$ cat src/sv/lkv_pkg.sv
// ----------------------------------------------------------------------------
// lkv_pkg
// Shared sizes, types and codes for the LRU key-value cache.
// ----------------------------------------------------------------------------
package lkv_pkg;

    localparam int NUM_ENTRIES = 16;
    localparam int IDX_W       = $clog2(NUM_ENTRIES);
    localparam int CNT_W       = $clog2(NUM_ENTRIES + 1);
    localparam int WORD_W      = 32;

    typedef logic signed [WORD_W-1:0] t_word;
    typedef logic [IDX_W-1:0]         t_idx;
    typedef logic [CNT_W-1:0]         t_cnt;

    localparam logic  CMD_LOOKUP = 1'b0;
    localparam logic  CMD_STORE  = 1'b1;
    localparam t_word MISS_VALUE = '1;   // -1

    // state update decided for one item
    typedef struct packed {
        logic promote;   // move slot to most recent
        logic fill;      // slot was free, now taken
        logic evict;     // slot held the least recent entry
        logic wr_key;
        logic wr_val;
        t_idx slot;
        t_cnt limit;     // valid entries with rank below this age by one
    } t_upd;

    // one result item
    typedef struct packed {
        logic  hit;
        t_word read_value;
        logic  evicted;
        t_word evicted_key;
    } t_res;

endpackage

$ cat src/sv/lru_key_value_cache.sv
// ----------------------------------------------------------------------------
// lru_key_value_cache
// Fully associative 16-entry key-value cache with LRU replacement.
// ----------------------------------------------------------------------------
// Usage
//  Input channel  : i_valid / o_stall, fields i_command, i_lookup_key,
//                   i_store_value. A transfer happens on a rising edge with
//                   i_valid high and o_stall low.
//  Output channel : o_valid / i_stall, fields o_hit, o_read_value,
//                   o_evicted, o_evicted_key. One result per input item.
//  Config channel : i_cfg_valid / o_cfg_ready with i_cfg_capacity_in_use.
//                   A transfer sets the capacity and empties the cache; only
//                   issue it while no item is in flight.
//  Path           : an item goes through the input register, then the result
//                   register, before its result is on the output.
//  Throughput     : one item per cycle unless i_stall holds a result. All keys
//                   are compared in parallel and ranks updated in the same
//                   cycle, between the input register and the result register.
//  Stall          : while i_stall holds a result, a second item can still
//                   sit in the input register; o_stall rises only when both
//                   are full, so the result register acts as the skid stage.
//  Reset          : synchronous, active low. Cache emptied, capacity 16,
//                   both pipeline stages empty.
// ----------------------------------------------------------------------------
module lru_key_value_cache (
    input  logic                 i_clk,
    input  logic                 i_rst_n,
    // input items
    input  logic                 i_valid,
    output logic                 o_stall,
    input  logic                 i_command,
    input  logic signed [31:0]   i_lookup_key,
    input  logic signed [31:0]   i_store_value,
    // results
    output logic                 o_valid,
    input  logic                 i_stall,
    output logic                 o_hit,
    output logic signed [31:0]   o_read_value,
    output logic                 o_evicted,
    output logic signed [31:0]   o_evicted_key,
    // configuration
    input  logic                 i_cfg_valid,
    output logic                 o_cfg_ready,
    input  logic [4:0]           i_cfg_capacity_in_use
);
    import lkv_pkg::*;

    // input register
    logic  r_in_vld;
    logic  r_in_cmd;
    t_word r_in_key;
    t_word r_in_val;

    // result register
    logic  r_out_vld;
    t_res  r_res;

    // capacity register
    t_cnt  r_cap;
    t_cnt  eff_cap;

    logic  advance;     // input stage may move into result stage
    logic  process;     // item in the input stage is executed this cycle
    logic  in_xfer;
    logic  cfg_xfer;

    t_word [NUM_ENTRIES-1:0] keys;
    t_word [NUM_ENTRIES-1:0] values;
    logic  [NUM_ENTRIES-1:0] valid;
    t_idx  [NUM_ENTRIES-1:0] ranks;
    t_cnt                    held;
    t_upd                    upd;
    t_res                    res;

    assign advance     = !r_out_vld || !i_stall;
    assign process     = r_in_vld && advance;
    assign o_stall     = r_in_vld && !advance;
    assign in_xfer     = i_valid && !o_stall;
    assign o_cfg_ready = 1'b1;
    assign cfg_xfer    = i_cfg_valid && o_cfg_ready;

    // zero behaves as one, anything above the entry count saturates
    always_comb begin
        priority if (r_cap == '0) begin
            eff_cap = CNT_W'(1);
        end else if (r_cap > CNT_W'(NUM_ENTRIES)) begin
            eff_cap = CNT_W'(NUM_ENTRIES);
        end else begin
            eff_cap = r_cap;
        end
    end

    always_ff @(posedge i_clk) begin
        if (!i_rst_n) begin
            r_cap <= CNT_W'(NUM_ENTRIES);
        end else if (cfg_xfer) begin
            r_cap <= CNT_W'(i_cfg_capacity_in_use);
        end
    end

    // input stage
    always_ff @(posedge i_clk) begin
        if (!i_rst_n) begin
            r_in_vld <= 1'b0;
        end else if (in_xfer) begin
            r_in_vld <= 1'b1;
        end else if (advance) begin
            r_in_vld <= 1'b0;
        end
    end

    always_ff @(posedge i_clk) begin
        if (in_xfer) begin
            r_in_cmd <= i_command;
            r_in_key <= i_lookup_key;
            r_in_val <= i_store_value;
        end
    end

    lkv_lookup u_lookup (
        .i_command (r_in_cmd),
        .i_key     (r_in_key),
        .i_keys    (keys),
        .i_values  (values),
        .i_valid   (valid),
        .i_ranks   (ranks),
        .i_held    (held),
        .i_cap     (eff_cap),
        .o_upd     (upd),
        .o_res     (res)
    );

    lkv_entries u_entries (
        .i_clk    (i_clk),
        .i_rst_n  (i_rst_n),
        .i_clear  (cfg_xfer),
        .i_en     (process),
        .i_upd    (upd),
        .i_key    (r_in_key),
        .i_value  (r_in_val),
        .o_keys   (keys),
        .o_values (values),
        .o_valid  (valid),
        .o_ranks  (ranks),
        .o_held   (held)
    );

    // result stage
    always_ff @(posedge i_clk) begin
        if (!i_rst_n) begin
            r_out_vld <= 1'b0;
        end else if (advance) begin
            r_out_vld <= r_in_vld;
        end
    end

    always_ff @(posedge i_clk) begin
        if (process) begin
            r_res <= res;
        end
    end

    assign o_valid       = r_out_vld;
    assign o_hit         = r_res.hit;
    assign o_read_value  = r_res.read_value;
    assign o_evicted     = r_res.evicted;
    assign o_evicted_key = r_res.evicted_key;

endmodule

$ cat src/sv/lkv_lookup.sv
// ----------------------------------------------------------------------------
// lkv_lookup
// Parallel key match, free/LRU slot search and result selection.
// ----------------------------------------------------------------------------
module lkv_lookup (
    input  logic                                        i_command,
    input  lkv_pkg::t_word                              i_key,
    input  lkv_pkg::t_word [lkv_pkg::NUM_ENTRIES-1:0]   i_keys,
    input  lkv_pkg::t_word [lkv_pkg::NUM_ENTRIES-1:0]   i_values,
    input  logic           [lkv_pkg::NUM_ENTRIES-1:0]   i_valid,
    input  lkv_pkg::t_idx  [lkv_pkg::NUM_ENTRIES-1:0]   i_ranks,
    input  lkv_pkg::t_cnt                               i_held,
    input  lkv_pkg::t_cnt                               i_cap,
    output lkv_pkg::t_upd                               o_upd,
    output lkv_pkg::t_res                               o_res
);
    import lkv_pkg::*;

    logic hit;
    logic has_free;
    logic has_lru;
    logic room;
    logic is_store;
    t_idx hit_idx;
    t_idx free_idx;
    t_idx lru_idx;
    t_cnt held_m1;

    assign is_store = (i_command == CMD_STORE);
    assign room     = (i_held < i_cap);
    assign held_m1  = i_held - CNT_W'(1);

    // lowest matching index wins (keys are unique among valid entries anyway)
    always_comb begin
        hit      = 1'b0;
        hit_idx  = '0;
        has_free = 1'b0;
        free_idx = '0;
        has_lru  = 1'b0;
        lru_idx  = '0;
        for (int i = NUM_ENTRIES - 1; i >= 0; i--) begin
            if (i_valid[i] && (i_keys[i] == i_key)) begin
                hit     = 1'b1;
                hit_idx = IDX_W'(i);
            end
            if (!i_valid[i]) begin
                has_free = 1'b1;
                free_idx = IDX_W'(i);
            end
            if (i_valid[i] && (CNT_W'(i_ranks[i]) == held_m1)) begin
                has_lru = 1'b1;
                lru_idx = IDX_W'(i);
            end
        end
    end

    always_comb begin
        o_upd = '0;
        priority if (hit) begin
            o_upd.promote = 1'b1;
            o_upd.wr_val  = is_store;
            o_upd.slot    = hit_idx;
            o_upd.limit   = CNT_W'(i_ranks[hit_idx]);
        end else if (is_store && room && has_free) begin
            o_upd.promote = 1'b1;
            o_upd.fill    = 1'b1;
            o_upd.wr_key  = 1'b1;
            o_upd.wr_val  = 1'b1;
            o_upd.slot    = free_idx;
            o_upd.limit   = i_held + CNT_W'(1);
        end else if (is_store && (i_held != '0) && has_lru) begin
            o_upd.promote = 1'b1;
            o_upd.evict   = 1'b1;
            o_upd.wr_key  = 1'b1;
            o_upd.wr_val  = 1'b1;
            o_upd.slot    = lru_idx;
            o_upd.limit   = held_m1;
        end else begin
            o_upd = '0;
        end
    end

    always_comb begin
        o_res.hit         = hit;
        o_res.read_value  = (hit && !is_store) ? i_values[hit_idx] : MISS_VALUE;
        o_res.evicted     = o_upd.evict;
        o_res.evicted_key = o_upd.evict ? i_keys[lru_idx] : '0;
    end

endmodule

$ cat src/sv/lkv_entries.sv
// ----------------------------------------------------------------------------
// lkv_entries
// Entry storage: keys, values, valid bits, recency ranks and fill count.
// ----------------------------------------------------------------------------
module lkv_entries (
    input  logic                                        i_clk,
    input  logic                                        i_rst_n,
    input  logic                                        i_clear,
    input  logic                                        i_en,
    input  lkv_pkg::t_upd                               i_upd,
    input  lkv_pkg::t_word                              i_key,
    input  lkv_pkg::t_word                              i_value,
    output lkv_pkg::t_word [lkv_pkg::NUM_ENTRIES-1:0]   o_keys,
    output lkv_pkg::t_word [lkv_pkg::NUM_ENTRIES-1:0]   o_values,
    output logic           [lkv_pkg::NUM_ENTRIES-1:0]   o_valid,
    output lkv_pkg::t_idx  [lkv_pkg::NUM_ENTRIES-1:0]   o_ranks,
    output lkv_pkg::t_cnt                               o_held
);
    import lkv_pkg::*;

    t_word [NUM_ENTRIES-1:0] r_keys;
    t_word [NUM_ENTRIES-1:0] r_values;
    logic  [NUM_ENTRIES-1:0] r_valid;
    t_idx  [NUM_ENTRIES-1:0] r_ranks;
    t_cnt                    r_held;

    // payload, no reset
    always_ff @(posedge i_clk) begin
        if (i_en && i_upd.wr_key) begin
            r_keys[i_upd.slot] <= i_key;
        end
        if (i_en && i_upd.wr_val) begin
            r_values[i_upd.slot] <= i_value;
        end
    end

    always_ff @(posedge i_clk) begin
        if (!i_rst_n || i_clear) begin
            r_valid <= '0;
            r_ranks <= '0;
            r_held  <= '0;
        end else if (i_en && i_upd.promote) begin
            for (int i = 0; i < NUM_ENTRIES; i++) begin
                if (IDX_W'(i) == i_upd.slot) begin
                    r_ranks[i] <= '0;
                end else if (r_valid[i] && (CNT_W'(r_ranks[i]) < i_upd.limit)) begin
                    r_ranks[i] <= r_ranks[i] + IDX_W'(1);
                end
            end
            if (i_upd.fill) begin
                r_valid[i_upd.slot] <= 1'b1;
                r_held              <= r_held + CNT_W'(1);
            end
        end
    end

    assign o_keys   = r_keys;
    assign o_values = r_values;
    assign o_valid  = r_valid;
    assign o_ranks  = r_ranks;
    assign o_held   = r_held;

endmodule

$ cat config.mk
export PLATFORM = sky130hd
export DESIGN_NAME = lru_key_value_cache
export DESIGN_NICKNAME = d
export VERILOG_FILES = /design/src/sv/lkv_pkg.sv /design/src/sv/lru_key_value_cache.sv /design/src/sv/lkv_lookup.sv /design/src/sv/lkv_entries.sv
export SDC_FILE = /design/constraint.sdc
export NUM_CORES = 2
export LEC_CHECK = 0
export BUFFER_PORTS_ARGS = -buffer_cell sky130_fd_sc_hd__buf_4
export CAP_MARGIN = 40
export CORE_AREA = 2 2 395 397
export CTS_CLUSTER_SIZE = 20
export DETAILED_ROUTE_END_ITERATION = 6
export DIE_AREA = 0 0 397 399
export HOLD_SLACK_MARGIN = 0.03
export PLACE_DENSITY = 0.63
export SETUP_SLACK_MARGIN = 0.05
export SLEW_MARGIN = 20
export SYNTH_ARGS = -nofsm -noshare
export SYNTH_HDL_FRONTEND = slang
export SYNTH_SLANG_ARGS = --single-unit
$ cat constraint.sdc
create_clock -name i_clk -period 10.79 [get_ports i_clk]
set_input_delay 2.158 -clock i_clk [delete_from_list [all_inputs] [get_ports i_clk]]
set_output_delay 2.158 -clock i_clk [all_outputs]
set_load 0.02 [all_outputs]
After elaboration in Yosys (flattened, before gate mapping)

Index checks and enable logic that the tools add are counted.

Input port bits: 75
Flip-flop bits (word level): 1247

Bitwise gates (word level): 1
Eq/ne operators: 47
Multiplexer cells: 152
Add/subtract/negate cells: 18
$lt $le $gt $ge: 22
Reduce and logical (&&, ||, !) cells: 105

Operators with widths:

| kind                  | count |
|---|---|
| $bwmux W512           | 2 |
| $eq A32 B32 Y1        | 16 |
| $mux W4               | 81 |
| $bmux W32 S4          | 2 |
| $demux W32 S4         | 1 |
| $mux W32              | 3 |
| $eq A4 B5 Y1          | 16 |
| $lt A4 B5 Y1          | 16 |
| $add A4 B1 Y4 const B | 16 |
| $logic_and A1 B1 Y1   | 60 |
| $mux W1               | 54 |
| $reduce_and A2 Y1     | 17 |
| $reduce_bool A2 Y1    | 17 |
| $eq A4 B4 Y1 const A  | 8 |
| $bmux W4 S4           | 1 |
| $eq A3 B4 Y1 const A  | 4 |
| $or A16 B16 Y16       | 1 |
| $lt A4 B5 Y1 const B  | 3 |
| $mux W12              | 1 |
| $mux W11              | 1 |
| $mux W10              | 1 |
| $mux W5               | 2 |
| $eq A2 B4 Y1 const A  | 2 |
| $logic_not A1 Y1      | 6 |
| other kinds (13)      | 14 |

Depth between registers and ports, before layout

Depth in word-level cells: 28
Mapped depth: 26

By module

Synthesis repeated with hierarchy kept, for this count alone.

Cells, all modules: 4550
Area, all modules: 60870.9 um2

By module, submodules not included:

| module              | cells an instance | area each (um2) | seq. area each (um2) | instances |
|---|---|---|---|---|
| lkv_entries         | 1756              | 36394.9         | 32451.1              | 1 |
| lkv_lookup          | 2630              | 20230.7         | 0.0                  | 1 |
| lru_key_value_cache | 164               | 4245.3          | 4073.9               | 1 |

Least setup slack after synthesis

OpenSTA, ideal clock, no wires.

Kind: input to register
Start: input port i_stall
End: register u_entries.r_values (netlist bit u_entries.o_values[32]), enable pin
Stages: 7
Library setup time: 0.421 ns
Setup slack: 2.206 ns
Arrival time: 8.162 ns
Path through: a21boi_1 o21a_1 clkbuf_1 clkbuf_1 o21ai_1 clkbuf_1 nor2_1

Cells in the longest elaborated chain, start to end: 4

Ends and longest elaborated chain:

| item                            | RTL line                  | RTL |
|---|---|---|
| from (decl)                     | lru_key_value_cache.sv:36 | `input logic i_stall,` |
| $logic_not A1 Y1                | lru_key_value_cache.sv:75 | `assign advance = !r_out_vld \|\| !i_stall;` |
| $logic_or A1 B1 Y1              | lru_key_value_cache.sv:75 |  |
| $logic_and A1 B1 Y1             | lru_key_value_cache.sv:76 | `assign process = r_in_vld && advance;` |
| $logic_and A1 B1 Y1             | lkv_entries.sv:32         | `if (i_en && i_upd.wr_val) begin` |
| to (signal, indexed assignment) | lkv_entries.sv:33         | `r_values[i_upd.slot] <= i_value;` |
| to (decl)                       | lkv_entries.sv:22         | `t_word [NUM_ENTRIES-1:0] r_values;` |

Every way passes these cells.
A chain may end at the register's enable or synchronous reset.

Final worst setup path

Start: register r_in_key[14]
End: register u_entries.r_ranks (netlist bit u_entries.o_ranks[31])

Cells in the longest elaborated chain, start to end: 25
Elaborated cells between the ends (all ways): 75

Ends and longest elaborated chain:

| item                                | RTL line                   | RTL |
|---|---|---|
| from (decl)                         | lru_key_value_cache.sv:51  | `t_word r_in_key;` |
| from (signal assigned)              | lru_key_value_cache.sv:115 | `r_in_key <= i_lookup_key;` |
| $eq A32 B32 Y1                      | lkv_lookup.sv:42           | `if (i_valid[i] && (i_keys[i] == i_key)) begin` |
| $logic_and A1 B1 Y1                 | lkv_lookup.sv:42           |  |
| $mux W4 (16 in a row)               | lkv_lookup.sv:42           |  |
| $bmux W4 S4                         | lkv_lookup.sv:63           | `o_upd.limit = CNT_W'(i_ranks[hit_idx]);` |
| $mux W4 (not written as such)       | lkv_lookup.sv:63           |  |
| $mux W10                            | lkv_lookup.sv:59           | `priority if (hit) begin` |
| $lt A4 B5 Y1                        | lkv_entries.sv:46          | `end else if (r_valid[i] && (CNT_W'(r_ranks[i]) < i_upd.limit)) begin` |
| $logic_and A1 B1 Y1                 | lkv_entries.sv:46          |  |
| $reduce_bool A2 Y1 (no source line) | --                         |  |
| $reduce_and A2 Y1 (no source line)  | --                         |  |
| to (signal, indexed assignment)     | lkv_entries.sv:47          | `r_ranks[i] <= r_ranks[i] + IDX_W'(1);` |
| to (decl)                           | lkv_entries.sv:24          | `t_idx [NUM_ENTRIES-1:0] r_ranks;` |

Several ways; a longest one is shown, not always the timed one. The select of a mux whose other input is x is not followed.

==> flow_metrics.env <==
export IMPL_reg2reg_to="u_entries.o_ranks[31]$_SDFFE_PP0P_"
export IMPL_crit_fanout=53
export IMPL_synth_ff_type="edfxtp_1"
export IMPL_cts_hold_fix_buffers=0
export IMPL_global_route_overflow_total=0
export IMPL_critical_path_top_delay_family="simple AND/OR/NAND/NOR gates"
export IMPL_cts_buffers=137
export IMPL_switching_share_pct=22.36
export IMPL_power_leakage_nw=24.13
export IMPL_fin_nets=5358
export IMPL_critPathSlowestCell="edfxtp_1"
export IMPL_layout_cells_non_filler=7396
export IMPL_drv_cap=0
export IMPL_grt_pass1_vias=41729
export IMPL_syn_area_um2=61380
export IMPL_crit_top_cell="buf_4"
export IMPL_pwr_share_comb_pct=4.0
export IMPL_via_per_inst=5.951
export IMPL_syn_avg_cell_area_um2=11.94
export IMPL_io_buffers=142
export IMPL_grt_usage_pct=24.77
export IMPL_worst_ep_arrival_time_ns=7.85
export IMPL_power_mw=10.50
export IMPL_async_flop_share_pct=0
export IMPL_cts_sinks=1247
export IMPL_clk_pin_slew_ns=0.06
export IMPL_clk_insertion_delay_late_ns=0.80
export IMPL_max_stage_delay_ns=0.89
export IMPL_hold_depth=2
export IMPL_critPathKind="register to register"
export IMPL_core_area_um2=153700
export IMPL_drt_pass1_iter_count=5
export IMPL_ys_seq_area_share_pct=59.50
export IMPL_hold_viol=0
export IMPL_maxSlewViolCount=0
export IMPL_rsz0062_at_grt="false"
export IMPL_finalCriticalPeriod_ns=7.150
export IMPL_start_kind="register"
export IMPL_cts_tree="done"
export IMPL_ys_seq_elements=1247
export IMPL_netlist_instances=5141
export IMPL_pin_count=144
export IMPL_totalNegativeSetupSlack_ns=0
export IMPL_vias=44011
export IMPL_antenna_found_initial=9
export IMPL_min_to="o_valid$_SDFFE_PN0N_"
export IMPL_dp_hpwl_um=131800
export IMPL_crit_chain="buf_4 > xor2_1 > nor4_1 > nand4_1 > or4_1 > o21ai_0 > o2bb2ai_4 > buf_4 > nand3_1 > nand3_1 > o21ai_0 > a21oi_1 > buf_4 > buf_4 > ha_1 > o2111ai_1 > a211oi_1 > or3_1 > or4_1 > a31oi_1"
export IMPL_powerDensity_nw_per_um2=149.9
export IMPL_sequentialPowerShare_pct=51.0
export IMPL_status="finished clean"
export IMPL_max_freq_mhz=139.9
export IMPL_wire_per_inst_um=27.13
export IMPL_synth_distinct_cells=109
export IMPL_nFillCells=13641
export IMPL_ir_drop_v=0.0001802
export IMPL_drive_gt1_share_pct=14.00
export IMPL_die_area_um2=158400
export IMPL_gp_congestion=1.001
export IMPL_synthToLayoutAreaGrowth_pct=14.05
export IMPL_cts_resized_gates=0
export IMPL_initial_core_util_pct=39.94
export IMPL_dieWidth_um=397
export IMPL_r2r_start="r_in_key[14]$_DFFE_PP_"
export IMPL_core_rowCount=144
export IMPL_root_buffer="clkbuf_16"
export IMPL_cp_end_kind="register"
export IMPL_final_core_util_pct=45.55
export IMPL_grt_max_degree=211
export IMPL_reg2regPathDepth=20
export IMPL_cts_max_level=4
export IMPL_ys_warn_count=0
export IMPL_drt_total_wl_um=200600
export IMPL_ctsLongestPathBuffers=3
export IMPL_slew_headroom_pct=7.918
export IMPL_drc=0
export IMPL_place_inst=7142
export IMPL_die_height_um=399
export IMPL_synth_edff_count=1155
export IMPL_path_buf_inv=4
export IMPL_holdCritPathClass="register to register"
export IMPL_hp_start="r_in_vld$_SDFFE_PN0P_"
export IMPL_reg2reg_setup_slack_ns=3.64
export IMPL_p_int_mw=8.149
export IMPL_period_share_pct=66.26
export IMPL_ant_nets=0
export IMPL_setup_violations=0
export IMPL_worstMarginPinSlew_ns=1.381
export IMPL_power_share_clock_pct=44.9
export IMPL_cts_setup_buffers=0
export IMPL_synthesis_nets=5255
export IMPL_fin_worst_skew_ns=0.03606
export IMPL_crit_required_ns=11.49
export IMPL_grt_pass1_wl_um=289100
export IMPL_switchingPower_mw=2.347
export IMPL_drtIter0Drc=5550
==> metrics by stage <==
stage | setup slack, ns | instance area, um^2 | hold WS (ns)
floorplan | 2.206 | 61380 | 0.4658
detailed placement | 3.799 | 65480 | 0.5080
global route | 3.303 | 70010 | 0.5433
finish | 3.640 | 70010 | 0.5138
CTS | 3.769 | 69930 | 0.5209
global placement | 2.657 | 64570 | 0.4896
==> cell usage after synthesis, drive strengths merged, types with 9 or more instances <==
| cell | count | area (um^2) |
|---|---|---|
| edfxtp | 1155 | 34680 |
| nand2 | 828 | 3108 |
| xor2 | 492 | 4309 |
| nand3 | 359 | 1797 |
| o21ai | 325 | 1634 |
| clkbuf | 217 | 818.3 |
| nor4 | 208 | 1314 |
| nor2 | 161 | 614.3 |
| mux2i | 141 | 1411 |
| mux2 | 132 | 1486 |
| a21oi | 128 | 644.4 |
| buf | 115 | 792.0 |
| dfxtp | 92 | 1842 |
| xnor2 | 76 | 673.2 |
| nand4 | 66 | 412.9 |
| inv | 49 | 183.9 |
| nor3 | 41 | 226.5 |
| ha | 39 | 488.0 |
| mux4 | 33 | 743.2 |
| nand4b | 30 | 262.8 |
| o2111ai | 25 | 219.0 |
| or4 | 25 | 195.2 |
| and3 | 24 | 150.1 |
| o31ai | 24 | 185.2 |
| o211ai | 22 | 170.2 |
| or3 | 22 | 137.6 |
| a211oi | 21 | 185.2 |
| a31oi | 21 | 131.4 |
| nor4b | 18 | 157.7 |
| nand3b | 17 | 127.6 |
| xnor3 | 16 | 360.4 |
| nor2b | 15 | 93.84 |
| or2 | 15 | 93.84 |
| o2111a | 14 | 157.7 |
| a311oi | 12 | 105.1 |
| a211o | 10 | 87.58 |
| a31o | 10 | 87.59 |
| a21o | 9 | 67.56 |
| and2 | 9 | 56.30 |
| o22ai | 9 | 56.30 |
==> worst reg2reg max path, cell delays in order, from the launching register on <==
cell and delay, ns:
edfxtp_1 0.89, buf_4 0.33, xor2_1 0.12, nor4_1 0.29
nand4_1 0.16, or4_1 0.69, o21ai_0 0.62, o2bb2ai_4 0.16
buf_4 0.66, nand3_1 0.27, nand3_1 0.13, o21ai_0 0.10
a21oi_1 0.54, buf_4 0.27, buf_4 0.20, ha_1 0.30
o2111ai_1 0.12, a211oi_1 0.09, or3_1 0.46, or4_1 0.50
a31oi_1 0.14
==> power groups by stage <==
| stage | clock network (mW) | registers, mW | logic, mW |
|---|---|---|---|
| 2_1_floorplan | 0 | 5.45 | 0.230 |
| 3_3_place_gp | 0 | 5.46 | 0.400 |
| 3_5_place_dp | 0 | 5.46 | 0.411 |
| 4_1_cts | 4.77 | 5.36 | 0.413 |
| 5_1_grt | 4.95 | 5.36 | 0.443 |
| 6_report | 4.72 | 5.35 | 0.424 |
==> routing by layer <==
layer | vias up | wire length, um | track usage (%)
met3 | 425 | 19070 | 4.911
met2 | 2366 | 90190 | 38.02
met4 | 10 | 9425 | 11.07
li1 | 19359 | - | -
met1 | 21851 | 81880 | 34.00
met5 | - | 61 | 0
==> layout make-up <==
| class | instances | area, um^2 | share of cell area, % |
|---|---|---|---|
| Inverter | 49 | 183.9 | 0.2627 |
| Sequential cell | 1247 | 36530 | 52.17 |
| Multi-Input combinational cell | 3513 | 23480 | 33.53 |
| Clock buffer | 171 | 3620 | 5.170 |
| Antenna cell | 2 | 5.005 | 0.007149 |
| Timing Repair Buffer | 296 | 2815 | 4.021 |
| Tap cell | 2044 | 2557 | 3.653 |
| Clock inverter | 74 | 829.5 | 1.185 |
==> sequential cells by signal, indices dropped and copies added, names as in the netlist <==
name and cells:
u_entries.o_ranks 64, r_in_key 32, u_entries.o_held 5, r_in_val 32
o_evicted_key 32, u_entries.o_valid 16, o_valid 1, u_entries.o_values 512
u_entries.o_keys 512, r_in_cmd 1, r_in_vld 1, o_read_value 32
o_evicted 1, o_hit 1, r_cap 5
==> worst max-delay path by stage <==
stage	start	to	slack, ns	depth (start not counted)
floorplan	i_stall	u_entries.o_values[32]$_DFFE_PP_	2.21	7
CTS	r_in_key[14]$_DFFE_PP_	u_entries.o_ranks[31]$_SDFFE_PP0P_	3.77	20
global route	r_in_key[14]$_DFFE_PP_	u_entries.o_ranks[39]$_SDFFE_PP0P_	3.30	20
finish	r_in_key[14]$_DFFE_PP_	u_entries.o_ranks[31]$_SDFFE_PP0P_	3.64	20
detailed placement	r_in_key[14]$_DFFE_PP_	u_entries.o_ranks[31]$_SDFFE_PP0P_	3.80	20
global placement	u_entries.o_held[1]$_SDFFE_PP0P_	u_entries.o_keys[460]$_DFFE_PP_	2.66	12
==> kinds of logic after synthesis <==
group                    synth area share (%)
AO/OA/AOI/OAI                           7.532
AND/OR/NAND/NOR                         14.57
adder cells (fa/ha/maj)                0.8276
buffers and inverters                   2.923
multiplexers                            5.931
flip-flops                              59.50
XOR/XNOR                                8.704
other                                0.006109
==> layout by cell type, fill, tap and decap left out, types with 22 or more instances in the layout <==
cell type / Yosys / final
or4_1: 23 / 23
buf_4: 16 / 241
and3_1: 24 / 24
dfxtp_1: 92 / 92
edfxtp_1: 1155 / 1155
buf_16: 0 / 23
ha_1: 39 / 39
xor2_1: 492 / 491
nor4_1: 206 / 205
nor2_4: 1 / 34
o21ai_0: 308 / 305
clkbuf_1: 216 / 31
nand4_1: 66 / 66
o31ai_1: 23 / 22
nand3_1: 359 / 357
nor3_1: 38 / 37
nor2_1: 159 / 126
clkbuf_16: 0 / 140
nand4b_1: 30 / 30
inv_1: 49 / 49
o2111ai_1: 25 / 25
mux2i_1: 141 / 141
mux4_2: 33 / 33
a21oi_1: 127 / 127
xnor2_1: 75 / 75
mux2_2: 131 / 131
or3_1: 22 / 22
nand2_1: 828 / 826
Note: power is estimated with default switching activity, not from simulation.
